===== src/rtl/lcb_pkg.sv =====
// shared types, constants and the bit-plane byte function of the led cube scan driver
// no dependencies: every other file of the block imports this package
package lcb_pkg;

  localparam int CUBE_SIDE  = 8;
  localparam int COLOR_BITS = 8;
  localparam int PIX_W      = 24;
  localparam int COORD_W    = $clog2(CUBE_SIDE);
  localparam int ADDR_W     = 2 * COORD_W;
  localparam int DEPTH      = CUBE_SIDE * CUBE_SIDE;
  localparam int PLANE_W    = 3;
  localparam int TICK_W     = 8;
  localparam int CHAN_W     = 2;
  localparam int BITSEL_W   = CHAN_W + PLANE_W;

  localparam logic OP_PIXEL = 1'b0;
  localparam logic OP_TICK  = 1'b1;

  // colour channel codes, also the upper part of the bit index in a pixel
  localparam logic [CHAN_W-1:0] CH_BLUE  = 2'd2;
  localparam logic [CHAN_W-1:0] CH_GREEN = 2'd1;
  localparam logic [CHAN_W-1:0] CH_RED   = 2'd0;

  typedef logic [CUBE_SIDE-1:0][PIX_W-1:0] row_t;

  typedef struct packed {
    logic               op;
    logic [COORD_W-1:0] pos_x;
    logic [COORD_W-1:0] pos_y;
    logic [COORD_W-1:0] pos_z;
    logic [PIX_W-1:0]   pixel_color;
  } in_beat_t;

  typedef struct packed {
    logic [CUBE_SIDE-1:0] shift_byte;
    logic                 latch_now;
    logic [PLANE_W-1:0]   plane_shown;
  } out_beat_t;

  typedef struct packed {
    logic              rd_en;
    logic              wr_en;
    logic [ADDR_W-1:0] addr;
    row_t              wr_data;
  } store_req_t;

  // one bit of one channel from each pixel of a row, pixel x into bit x
  function automatic logic [CUBE_SIDE-1:0] plane_byte(input row_t row,
                                                      input logic [CHAN_W-1:0] chan,
                                                      input logic [PLANE_W-1:0] plane);
    logic [BITSEL_W-1:0]  bit_sel;
    logic [CUBE_SIDE-1:0] b;
    bit_sel = {chan, plane};
    for (int x = 0; x < CUBE_SIDE; x++) begin
      b[x] = row[x][bit_sel];
    end
    return b;
  endfunction

endpackage


===== src/rtl/lcb_scan_ctrl.sv =====
// sequencer: pixel read-modify-write, modulation tick counter and burst generation
// depends on lcb_pkg; drives the frame store and hands bytes to the output register
module lcb_scan_ctrl (
  input  logic                clk,
  input  logic                rst_n,
  input  logic                in_valid,
  output logic                in_ready,
  input  lcb_pkg::in_beat_t   in_beat,
  input  logic                slot_free,
  output logic                emit,
  output lcb_pkg::out_beat_t  emit_beat,
  output lcb_pkg::store_req_t store_req,
  input  lcb_pkg::row_t       rd_data
);
  import lcb_pkg::*;

  typedef enum logic [3:0] {
    ST_IDLE   = 4'b0001,
    ST_MERGE  = 4'b0010,
    ST_BYTES  = 4'b0100,
    ST_SELECT = 4'b1000
  } state_t;

  localparam logic [COORD_W-1:0] LAYER_TOP  = COORD_W'(CUBE_SIDE - 1);
  localparam logic [COORD_W-1:0] ROW_LAST   = COORD_W'(CUBE_SIDE - 1);
  localparam logic [PLANE_W-1:0] PLANE_LAST = PLANE_W'(COLOR_BITS - 1);

  state_t             state_r, state_nxt;
  logic [TICK_W-1:0]  tick_r, tick_nxt;
  logic [PLANE_W-1:0] plane_r, plane_nxt;
  logic [COORD_W-1:0] row_r, row_nxt;
  logic [COORD_W-1:0] layer_r, layer_nxt;
  logic [CHAN_W-1:0]  chan_r, chan_nxt;
  logic [COORD_W-1:0] pix_x_r, pix_x_nxt;
  logic [PIX_W-1:0]   color_r, color_nxt;
  logic [ADDR_W-1:0]  merge_addr_r, merge_addr_nxt;

  logic              accept;
  logic [TICK_W-1:0] tick_inc;
  logic              tick_hit;
  row_t              row_mrg;

  assign in_ready = (state_r == ST_IDLE);
  assign accept   = in_valid && in_ready;
  assign tick_inc = tick_r + TICK_W'(1);
  assign tick_hit = (tick_inc == (TICK_W'(1) << plane_r));

  always_comb begin
    row_mrg          = rd_data;
    row_mrg[pix_x_r] = color_r;
  end

  always_comb begin
    state_nxt      = state_r;
    tick_nxt       = tick_r;
    plane_nxt      = plane_r;
    row_nxt        = row_r;
    layer_nxt      = layer_r;
    chan_nxt       = chan_r;
    pix_x_nxt      = pix_x_r;
    color_nxt      = color_r;
    merge_addr_nxt = merge_addr_r;
    store_req      = '0;
    emit           = 1'b0;
    emit_beat      = '0;
    case (state_r)
      ST_IDLE: begin
        if (accept) begin
          if (in_beat.op == OP_PIXEL) begin
            store_req.rd_en = 1'b1;
            store_req.addr  = {in_beat.pos_z, in_beat.pos_y};
            merge_addr_nxt  = {in_beat.pos_z, in_beat.pos_y};
            pix_x_nxt       = in_beat.pos_x;
            color_nxt       = in_beat.pixel_color;
            state_nxt       = ST_MERGE;
          end else if (tick_hit) begin
            // burst starts with the top layer of the scanned row
            store_req.rd_en = 1'b1;
            store_req.addr  = {LAYER_TOP, row_r};
            tick_nxt        = '0;
            layer_nxt       = LAYER_TOP;
            chan_nxt        = CH_BLUE;
            state_nxt       = ST_BYTES;
          end else begin
            tick_nxt = tick_inc;
          end
        end
      end
      ST_MERGE: begin
        store_req.wr_en   = 1'b1;
        store_req.addr    = merge_addr_r;
        store_req.wr_data = row_mrg;
        state_nxt         = ST_IDLE;
      end
      ST_BYTES: begin
        emit                  = slot_free;
        emit_beat.shift_byte  = plane_byte(rd_data, chan_r, plane_r);
        emit_beat.latch_now   = 1'b0;
        emit_beat.plane_shown = plane_r;
        if (slot_free) begin
          if (chan_r == CH_RED) begin
            if (layer_r == '0) begin
              state_nxt = ST_SELECT;
            end else begin
              // next layer is read while the red byte leaves
              store_req.rd_en = 1'b1;
              store_req.addr  = {layer_r - COORD_W'(1), row_r};
              layer_nxt       = layer_r - COORD_W'(1);
              chan_nxt        = CH_BLUE;
            end
          end else begin
            chan_nxt = chan_r - CHAN_W'(1);
          end
        end
      end
      ST_SELECT: begin
        emit                  = slot_free;
        emit_beat.shift_byte  = CUBE_SIDE'(1) << row_r;
        emit_beat.latch_now   = 1'b1;
        emit_beat.plane_shown = plane_r;
        if (slot_free) begin
          row_nxt   = row_r + COORD_W'(1);
          state_nxt = ST_IDLE;
          if (row_r == ROW_LAST) begin
            plane_nxt = (plane_r == PLANE_LAST) ? '0 : plane_r + PLANE_W'(1);
          end
        end
      end
      default: begin
        state_nxt = ST_IDLE;
      end
    endcase
  end

  always_ff @(posedge clk) begin
    if (!rst_n) begin
      state_r <= ST_IDLE;
      tick_r  <= '0;
      plane_r <= '0;
      row_r   <= '0;
    end else begin
      state_r <= state_nxt;
      tick_r  <= tick_nxt;
      plane_r <= plane_nxt;
      row_r   <= row_nxt;
    end
  end

  always_ff @(posedge clk) begin
    layer_r      <= layer_nxt;
    chan_r       <= chan_nxt;
    pix_x_r      <= pix_x_nxt;
    color_r      <= color_nxt;
    merge_addr_r <= merge_addr_nxt;
  end

  a_no_emit_idle: assert property (@(posedge clk) disable iff (!rst_n)
    (state_r == ST_IDLE) |-> !emit)
    else $error("byte emitted while idle");

  a_emit_needs_slot: assert property (@(posedge clk) disable iff (!rst_n)
    emit |-> slot_free)
    else $error("byte emitted into a full output register");

  a_latch_ends_burst: assert property (@(posedge clk) disable iff (!rst_n)
    (emit && emit_beat.latch_now) |=> (state_r == ST_IDLE))
    else $error("burst did not end after the row select byte");

  a_pixel_rmw: assert property (@(posedge clk) disable iff (!rst_n)
    (accept && in_beat.op == OP_PIXEL) |=> (store_req.wr_en && !store_req.rd_en))
    else $error("pixel write not followed by its write-back");

  a_single_access: assert property (@(posedge clk) disable iff (!rst_n)
    !(store_req.rd_en && store_req.wr_en))
    else $error("frame store read and written in the same cycle");

endmodule


===== config.mk =====
export PLATFORM = sky130hd
export DESIGN_NAME = lcb_scan_ctrl
export DESIGN_NICKNAME = d
export VERILOG_FILES = /design/src/rtl/lcb_pkg.sv /design/src/rtl/lcb_scan_ctrl.sv
export SDC_FILE = /design/constraint.sdc
export NUM_CORES = 1
export LEC_CHECK = 0
export ABC_AREA = 1
export BUFFER_PORTS_ARGS = -buffer_cell sky130_fd_sc_hd__buf_2
export CORE_AREA = 2 2 172 174
export CTS_CLUSTER_DIAMETER = 200
export DETAILED_ROUTE_END_ITERATION = 10
export DIE_AREA = 0 0 174 176
export PLACE_DENSITY = 0.65
export SLEW_MARGIN = 30
export SYNTH_ARGS = -nofsm -noshare
export SYNTH_HDL_FRONTEND = slang
export SYNTH_SLANG_ARGS = --single-unit

===== constraint.sdc =====
create_clock -name clk -period 3.4 [get_ports clk]
set_input_delay 0.51 -clock clk [delete_from_list [all_inputs] [get_ports clk]]
set_output_delay 0.51 -clock clk [all_outputs]
set_load 0.005 [all_outputs]

## Word level (Yosys, flattened, before mapping)

Index checks and enable logic that the tools add are counted.

- Bits in registers: 56
- Input bits: 230
- Output and inout bits: 214
- Logic and storage cells: 111

- Add/sub/neg operators: 5
- Magnitude comparators: 3
- Eq/ne operators: 17
- Shift operators: 2
- Multiplexer cells: 61
- Bitwise gates (word level): 1
- Reduce and logical (&&, ||, !) cells: 13

Operators with widths:

| cell | number |
|---|---|
| $bwmux 192 | 1 |
| $mux 192 | 1 |
| $demux 24 s3 | 1 |
| $bmux 1 s5 | 8 |
| $mux 6 | 6 |
| $mux 4 | 7 |
| $mux 24 | 1 |
| $pmux 12 s2 | 1 |
| $mux 3 | 7 |
| $pmux 6 s3 | 1 |
| $mux 1 | 16 |
| $shl 1x3->8 const A | 2 |
| $mux 2 | 6 |
| $pmux 4 s3 | 1 |
| $reduce_and 6->1 | 2 |
| $ne 2x2->1 const B | 5 |
| $reduce_and 3->1 | 3 |
| $add 8x1->8 const B | 1 |
| $eq 8x8->1 | 1 |
| $mux 8 | 1 |
| $reduce_and 7->1 | 1 |
| $add 3x1->3 const B | 2 |
| $eq 3x3->1 const B | 2 |
| $lt 5x6->1 const B | 1 |
| other kinds (21) | 24 |

## Longest topological paths before layout

Gate-level depths: netlist (run 1).

- Depth in word-level cells: 6
- Gate-level depth with buffers: 16
- Gate-level depth less buffers: 14

## Least setup slack after synthesis (run 1)

OpenSTA, ideal clock, no wires.

- Path type: reg-to-output
- From: register state_r[0]
- To: output store_req[195] (netlist name)
- Data arrival time: 2.747 ns
- Data required time: 2.890 ns
- Slack: 0.143 ns
- Stages on the path, launching flop included: 7
- Buffers on the path: 0
- Path through: dfxtp_1 > nand4_4 > inv_1 > nand2_1 > nor2_1 > a22oi_1 > o211ai_2

RTL lines:

| what | line | text |
|---|---|---|
| from (decl) | lcb_scan_ctrl.sv:28 | `state_t state_r, state_nxt;` |
| from (signal assigned) | lcb_scan_ctrl.sv:142 | `state_r <= state_nxt;` |
| to (decl) | lcb_scan_ctrl.sv:12 | `output lcb_pkg::store_req_t store_req,` |

==> results of run 1 <==
==> final timing paths <==
| check | end | slack [ns] | cells after the start |
|---|---|---|---|
| min reg2reg | tick_r[7] | 0.49 | 2 |
| max | store_req[153] | 0.30 | 6 |
| max reg2reg | chan_r[1] | 0.87 | 11 |
| min | color_r[17] | 0.37 | 1 |
==> metrics by stage <==
| step | total power, mW | util [%] | worst slack (ns) | instance area, µm² |
|---|---|---|---|---|
| 2_1_floorplan | 1.68 | - | 0.143 | 7510 |
| 3_3_place_gp | 2.45 | 35.2 | 0.709 | 10100 |
| 3_5_place_dp | 2.47 | 35.2 | 0.675 | 10100 |
| 4_1_cts | 3.02 | 35.7 | 0.345 | 10200 |
| 5_1_grt | 3.18 | 35.7 | 0.0515 | 10200 |
| 6_report | 3.03 | 35.7 | 0.297 | 10200 |
==> layout make-up <==
cell class	instances	share of cell area, %
diodes	1	0.0245
clock buffers	5	1.23
clock inverters	3	0.184
inverters	198	7.31
multi-input cells	937	47.0
flip-flops and latches	56	14.8
well taps	384	4.71
repair buffers	474	24.7
==> cells by family (layout without fill, tap and decap cells) <==
group,after synthesis,in the layout,share of synthesized area [%]
AND/OR/NAND/NOR,355,355,21.8
flip-flops,56,56,20.0
other,0,1,0
AO/OA/AOI/OAI,564,564,39.0
adder cells (fa/ha/maj),18,18,3.00
buffers and inverters,300,680,16.2
==> cells in the mapped netlist (all sizes together) <==
| cell type | number |
|---|---|
| edfxtp | 38 |
| ha | 18 |
| o211a | 3 |
| nand4 | 9 |
| o21ai | 242 |
| inv | 195 |
| nand2 | 203 |
| a31oi | 4 |
| dfxtp | 18 |
| nor2 | 28 |
| o21bai | 1 |
| clkbuf | 55 |
| nand3 | 105 |
| a211oi | 1 |
| clkinv | 3 |
| a22oi | 4 |
| nor4 | 1 |
| a21oi | 282 |
| buf | 47 |
| o211ai | 27 |
| nand3b | 2 |
| nor3 | 7 |
==> report_power, final <==
part           total [mW]  internal [mW]  switching, mW
logic                1.35          0.458          0.897
registers            1.12          0.842          0.281
clock network       0.549          0.274          0.275
total                3.03           1.57           1.45
==> metal layers <==
| layer | wire [µm] | share of wire [%] | GRT usage (%) |
|---|---|---|---|
| met5 | 14 | 0.030 | 0 |
| met4 | 1920 | 4.1 | 10.7 |
| met3 | 4590 | 9.8 | 6.42 |
| met2 | 21800 | 46 | 48.8 |
| met1 | 18800 | 40 | 36.6 |
==> flip-flops by register name, summed over array words and instances (netlist names), 3 cells and up <==
| signal | flops |
|---|---|
| color_r | 24 |
| layer_r | 3 |
| merge_addr_r | 6 |
| pix_x_r | 3 |
| plane_r | 3 |
| row_r | 3 |
| state_r | 4 |
| tick_r | 8 |
==> results.sh, run 1 <==
export IMPL_hold_class="input pin to register"
export IMPL_instances_no_fill=2058
export IMPL_syn_num_nets=1541
export IMPL_skew_ns=0.0123
export IMPL_netlist_area_leader_share_pct=18.8
export IMPL_wl_per_cell_um=22.9
export IMPL_yosysWarnings=0
export IMPL_hold_start="in_beat[17]"
export IMPL_clkTransAtPathRegs_ns=0.08
export IMPL_yosys_top_cells_area="a21oi_1, o21ai_0, edfxtp_1"
export IMPL_drt_iter0_drc=1106
export IMPL_syn_area_per_cell_um2=5.81
export IMPL_finalSetupViolations=0
export IMPL_ys_ff_latch=56
export IMPL_die_h_um=176
export IMPL_cts_sinks=56
export IMPL_critPathSlowestCell="clkinv_1"
export IMPL_seq_area_frac_synth_pct=20.0
export IMPL_p_leak_nw=5.31
export IMPL_nNetsFinal=1920
export IMPL_slew_violations=0
export IMPL_cp_end_kind="output pin"
export IMPL_final_common_cell="buf_2"
export IMPL_numCtsBuffers=5
export IMPL_syn_cell_area_um2=7510
export IMPL_h_tree_depth=2
export IMPL_startpoint_type="register"
export IMPL_max_freq_mhz=322
export IMPL_grt_max_degree=87
export IMPL_crit_buf_inv=3
export IMPL_finalSetupTns_ns=0
export IMPL_cts_tree="yes"
export IMPL_cp_slowest_stage_delay_ns=0.73
export IMPL_drive_gt1_share_pct=31.0
export IMPL_gp_congestion=0.932
export IMPL_postRouteAntennaNets=0
export IMPL_hold_buffers=0
export IMPL_holdWs_ns=0.375
export IMPL_powerDensity_nw_per_um2=297
export IMPL_reg2reg_from="plane_r[0]"
export IMPL_overflow=0
export IMPL_die_area_um2=30600
export IMPL_core_um2=28500
export IMPL_dp_cells=2049
export IMPL_grt_pass1_wl_um=66000
export IMPL_cp_max_fo=36
export IMPL_cts_setup_buffers=0
export IMPL_drc=0
export IMPL_antenna_found_initial=2
export IMPL_rows=62
export IMPL_vias=11000
export IMPL_grt_pass1_vias=10100
export IMPL_portBuffers=443
export IMPL_synth_cells=1293
export IMPL_yosysTopAreaCell="a21oi_1"
export IMPL_relSlewSlack_pct=39.0
export IMPL_synthDistinctLibCells=37
export IMPL_critPathKind="register to output pin"
export IMPL_final_min_clock_period_ns=3.10
export IMPL_die_w_um=174
export IMPL_path_cells="nor2_1 -> buf_4 -> clkinv_1 -> o21ai_0 -> a21oi_1 -> buf_2"
export IMPL_grt_usage_pct=29.1
export IMPL_cts_path_max_buffers=2
export IMPL_worst_slew_pin_slew_ns=0.909
export IMPL_cap_violations=0
export IMPL_vias_per_cell=5.33
export IMPL_place_hpwl_um=35500
export IMPL_rsz0062_at_grt="no"
export IMPL_area_growth_pct=35.9
export IMPL_arrival_ns=2.59
export IMPL_cp_startpoint="pix_x_r[0]"
export IMPL_worst_path_dominant_cell_family="buffers and inverters"
export IMPL_drt_pass1_iterations=5
export IMPL_io_pins=444
export IMPL_start_util_pct=26.3
export IMPL_multiInputGateArea_um2=4800
export IMPL_post_cts_resized=0
export IMPL_fillers=3313
export IMPL_layout_common_cells="buf_2, a21oi_1, o21ai_0"
export IMPL_clock_root_buffer="clkbuf_16"
export IMPL_wl_um=47100
export IMPL_ir_worst_vdd_mv=0.255
export IMPL_required_ns=2.89
export IMPL_regArea_um2=1510
export IMPL_fin_crit_sh_pct=91.3
export IMPL_worstSkewPairLatency_ns=0.30
export IMPL_final_hold_viol_count=0
export IMPL_run_status="complete, no violations"
Power figures use the tool's default switching activity.
==> run 2, diff against run 1 <==
--- a/config.mk
+++ b/config.mk
@@ -7,10 +7,10 @@
 export LEC_CHECK = 0
 export ABC_AREA = 1
 export BUFFER_PORTS_ARGS = -buffer_cell sky130_fd_sc_hd__buf_2
-export CORE_AREA = 2 2 172 174
+export CORE_AREA = 2 2 175 177
 export CTS_CLUSTER_DIAMETER = 200
 export DETAILED_ROUTE_END_ITERATION = 10
-export DIE_AREA = 0 0 174 176
+export DIE_AREA = 0 0 177 179
 export PLACE_DENSITY = 0.65
 export SLEW_MARGIN = 30
 export SYNTH_ARGS = -nofsm -noshare
==> constraint.sdc (replaced) <==
create_clock -name clk -period 2.8 [get_ports clk]
set_input_delay 0.42 -clock clk [delete_from_list [all_inputs] [get_ports clk]]
set_output_delay 0.42 -clock clk [all_outputs]
set_load 0.005 [all_outputs]
==> run 2 against run 1 <==
  * Total power is 26% higher
  * Worst setup slack worse by 0.13 ns
  * Largest cell class unchanged
  * First-iteration DRC count up 7.4%
  * Non-clock buffer count up 25
  * Global-route usage down 1.7 points
  * Flip-flop and latch count is the same
  * Critical path depth rose by 6
  * Via count grew 1.4%
  * Clock power grew 39%
  * Highest routed layer is now met4
  * Clock skew hardly changed
  * Die area rose by 3.5%
==> results.sh, run 2 (synthesis gave the netlist of run 1 again) <==
export IMPL_core_um2=30000
export IMPL_multiInputGateArea_um2=4810
export IMPL_wl_um=46900
export IMPL_largest_register_ffs=24
export IMPL_r2r_end="chan_r[0]"
export IMPL_vias=11100
export IMPL_die_h_um=179
export IMPL_arrival_ns=2.22
export IMPL_cp_end_kind="output pin"
export IMPL_postRouteAntennaNets=0
export IMPL_startpoint_type="register"
export IMPL_die_area_um2=31700
export IMPL_die_w_um=177
export IMPL_drc=0
export IMPL_worstSkewPairLatency_ns=0.31
export IMPL_cap_violations=0
export IMPL_hold_path_end="color_r[4]"
export IMPL_drive_gt1_share_pct=32.4
export IMPL_hold_buffers=0
export IMPL_max_freq_mhz=379
export IMPL_required_ns=2.38
export IMPL_drt_iter0_drc=1188
export IMPL_antenna_found_initial=2
export IMPL_r2r_slack_ns=0.59
export IMPL_powerDensity_nw_per_um2=361
export IMPL_cp_max_fo=5
export IMPL_drt_pass1_iterations=6
export IMPL_cp_slowest_stage_delay_ns=0.40
export IMPL_finalSetupViolations=0
export IMPL_fin_util_pct=35.2
export IMPL_skew_ns=0.0125
export IMPL_nNetsFinal=1945
export IMPL_p_leak_nw=5.47
export IMPL_portBuffers=443
export IMPL_ir_worst_vdd_mv=0.302
export IMPL_overflow=0
export IMPL_layout_common_cells="buf_2, a21oi_1, o21ai_0"
export IMPL_critPathSlowestCell="dfxtp_2"
export IMPL_grt_pass1_vias=9626
export IMPL_reg_top3="color_r x24, tick_r x8, merge_addr_r x6"
export IMPL_cts_tree="yes"
export IMPL_finalSetupTns_ns=0
export IMPL_cts_sinks=56
export IMPL_fillers=3330
export IMPL_run_status="complete, no violations"
export IMPL_slew_violations=0
export IMPL_wl_per_cell_um=22.4
export IMPL_cp_startpoint="tick_r[1]"
export IMPL_area_growth_pct=40.8
export IMPL_grt_max_degree=74
export IMPL_gp_congestion=0.933
export IMPL_path_cells="ha_1 -> nand2_2 -> nor2_2 -> nand3_1 -> nand3_1 -> nand2_1 -> nor2_1 -> nand3_2 -> nand2_2 -> nand2_1 -> o21ai_1 -> buf_2"
export IMPL_reg2reg_from="tick_r[1]"
export IMPL_grt_pass1_wl_um=63600
export IMPL_min_path_cells=1
export IMPL_place_hpwl_um=34800
export IMPL_rsz0062_at_grt="no"
export IMPL_vias_per_cell=5.30
export IMPL_relSlewSlack_pct=39.5
export IMPL_grt_usage_pct=27.4
export IMPL_regArea_um2=1510
export IMPL_rows=64
export IMPL_numCtsBuffers=5
export IMPL_critPathKind="register to output pin"
export IMPL_clock_root_buffer="clkbuf_16"
export IMPL_final_min_clock_period_ns=2.64
export IMPL_reg2reg_depth=10
export IMPL_h_tree_depth=2
export IMPL_hold_start="in_beat[4]"
export IMPL_io_pins=444
export IMPL_hold_class="input pin to register"
export IMPL_final_hold_viol_count=0
export IMPL_fin_crit_sh_pct=94.2
export IMPL_clkTransAtPathRegs_ns=0.09
export IMPL_start_util_pct=25.0
export IMPL_cts_path_max_buffers=2
export IMPL_final_common_cell="buf_2"
export IMPL_worst_slew_pin_slew_ns=0.907
export IMPL_largest_register="color_r"
-- run 2: cell count changes in the layout (fill, tap and decap cells not counted), sizes merged --
| cell | previous run | this run |
|---|---|---|
| clkinvlp | 0 | 2 |
| clkbuf | 5 | 8 |
| buf | 474 | 495 |
| bufinv | 0 | 1 |
| diode | 1 | 2 |
| bufbuf | 0 | 1 |
| clkinv | 6 | 3 |
-- run 2: stage by stage --
stage / setup slack (ns) / power (mW) / cells / hold slack [ns] / area (µm²)
floorplan: 0.261 / 2.04 / 1293 / 0.458 / 7510
global placement: 0.364 / 3.04 / 2078 / 0.470 / 10200
detailed placement: 0.348 / 3.06 / 2078 / 0.476 / 10200
CTS: 0.000936 / 3.82 / 2087 / 0.273 / 10400
global route: 0.00159 / 4.03 / 2096 / 0.273 / 10600
finish: 0.163 / 3.82 / 2096 / 0.280 / 10600
-- run 2: worst max-delay path: cells and delay by family, from the launching register on --
family / cells / cell delay, ns
buffers and inverters: 1 / 0.13
flip-flops: 1 / 0.40
AND/OR/NAND/NOR: 9 / 1.01
adder cells (fa/ha/maj): 1 / 0.24
AO/OA/AOI/OAI: 1 / 0.14
-- run 2: how the worst max path moves through the flow --
stage | to | slack [ns] | cells past startpoint
5_1_grt | store_req[193] | 0.002 | 12
2_1_floorplan | store_req[195] | 0.26 | 6
3_5_place_dp | store_req[193] | 0.35 | 12
4_1_cts | store_req[193] | 0.0009 | 13
6_report | store_req[193] | 0.16 | 12
3_3_place_gp | store_req[194] | 0.36 | 13
-- run 2: final cells by class --
cell class,instances,area share [%]
flip-flops and latches,56,14.3
well taps,396,4.69
multi-input cells,937,45.5
diodes,2,0.0474
clock inverters,3,0.438
inverters,198,7.09
clock buffers,5,1.18
repair buffers,499,26.7
-- run 2: timing repair --
| action | CTS | global route |
|---|---|---|
| setup endpoints to repair | 1 | 13 |
| pin swaps | 0 | 1 |
| cloned | 1 | 3 |
| resized for setup | 1 | 10 |
| setup buffers | 0 | 4 |
-- run 2: layer usage --
metal  wire [µm]  GRT usage (%)  part of all wire (%)  vias up
met5           0              0                     0        -
met3        4120           3.35                   8.8       71
met2       22800           47.0                    49      685
met1       18800           35.8                    40     5163
met4        1210           8.37                   2.6        0
li1            -              -                     -     5200
-- run 2: report_power, final --
part | internal, mW | switching [mW] | leakage (nW)
sequential | 1.02 | 0.290 | 0.488
combinational | 0.586 | 1.16 | 4.90
clock | 0.427 | 0.335 | 0.0804
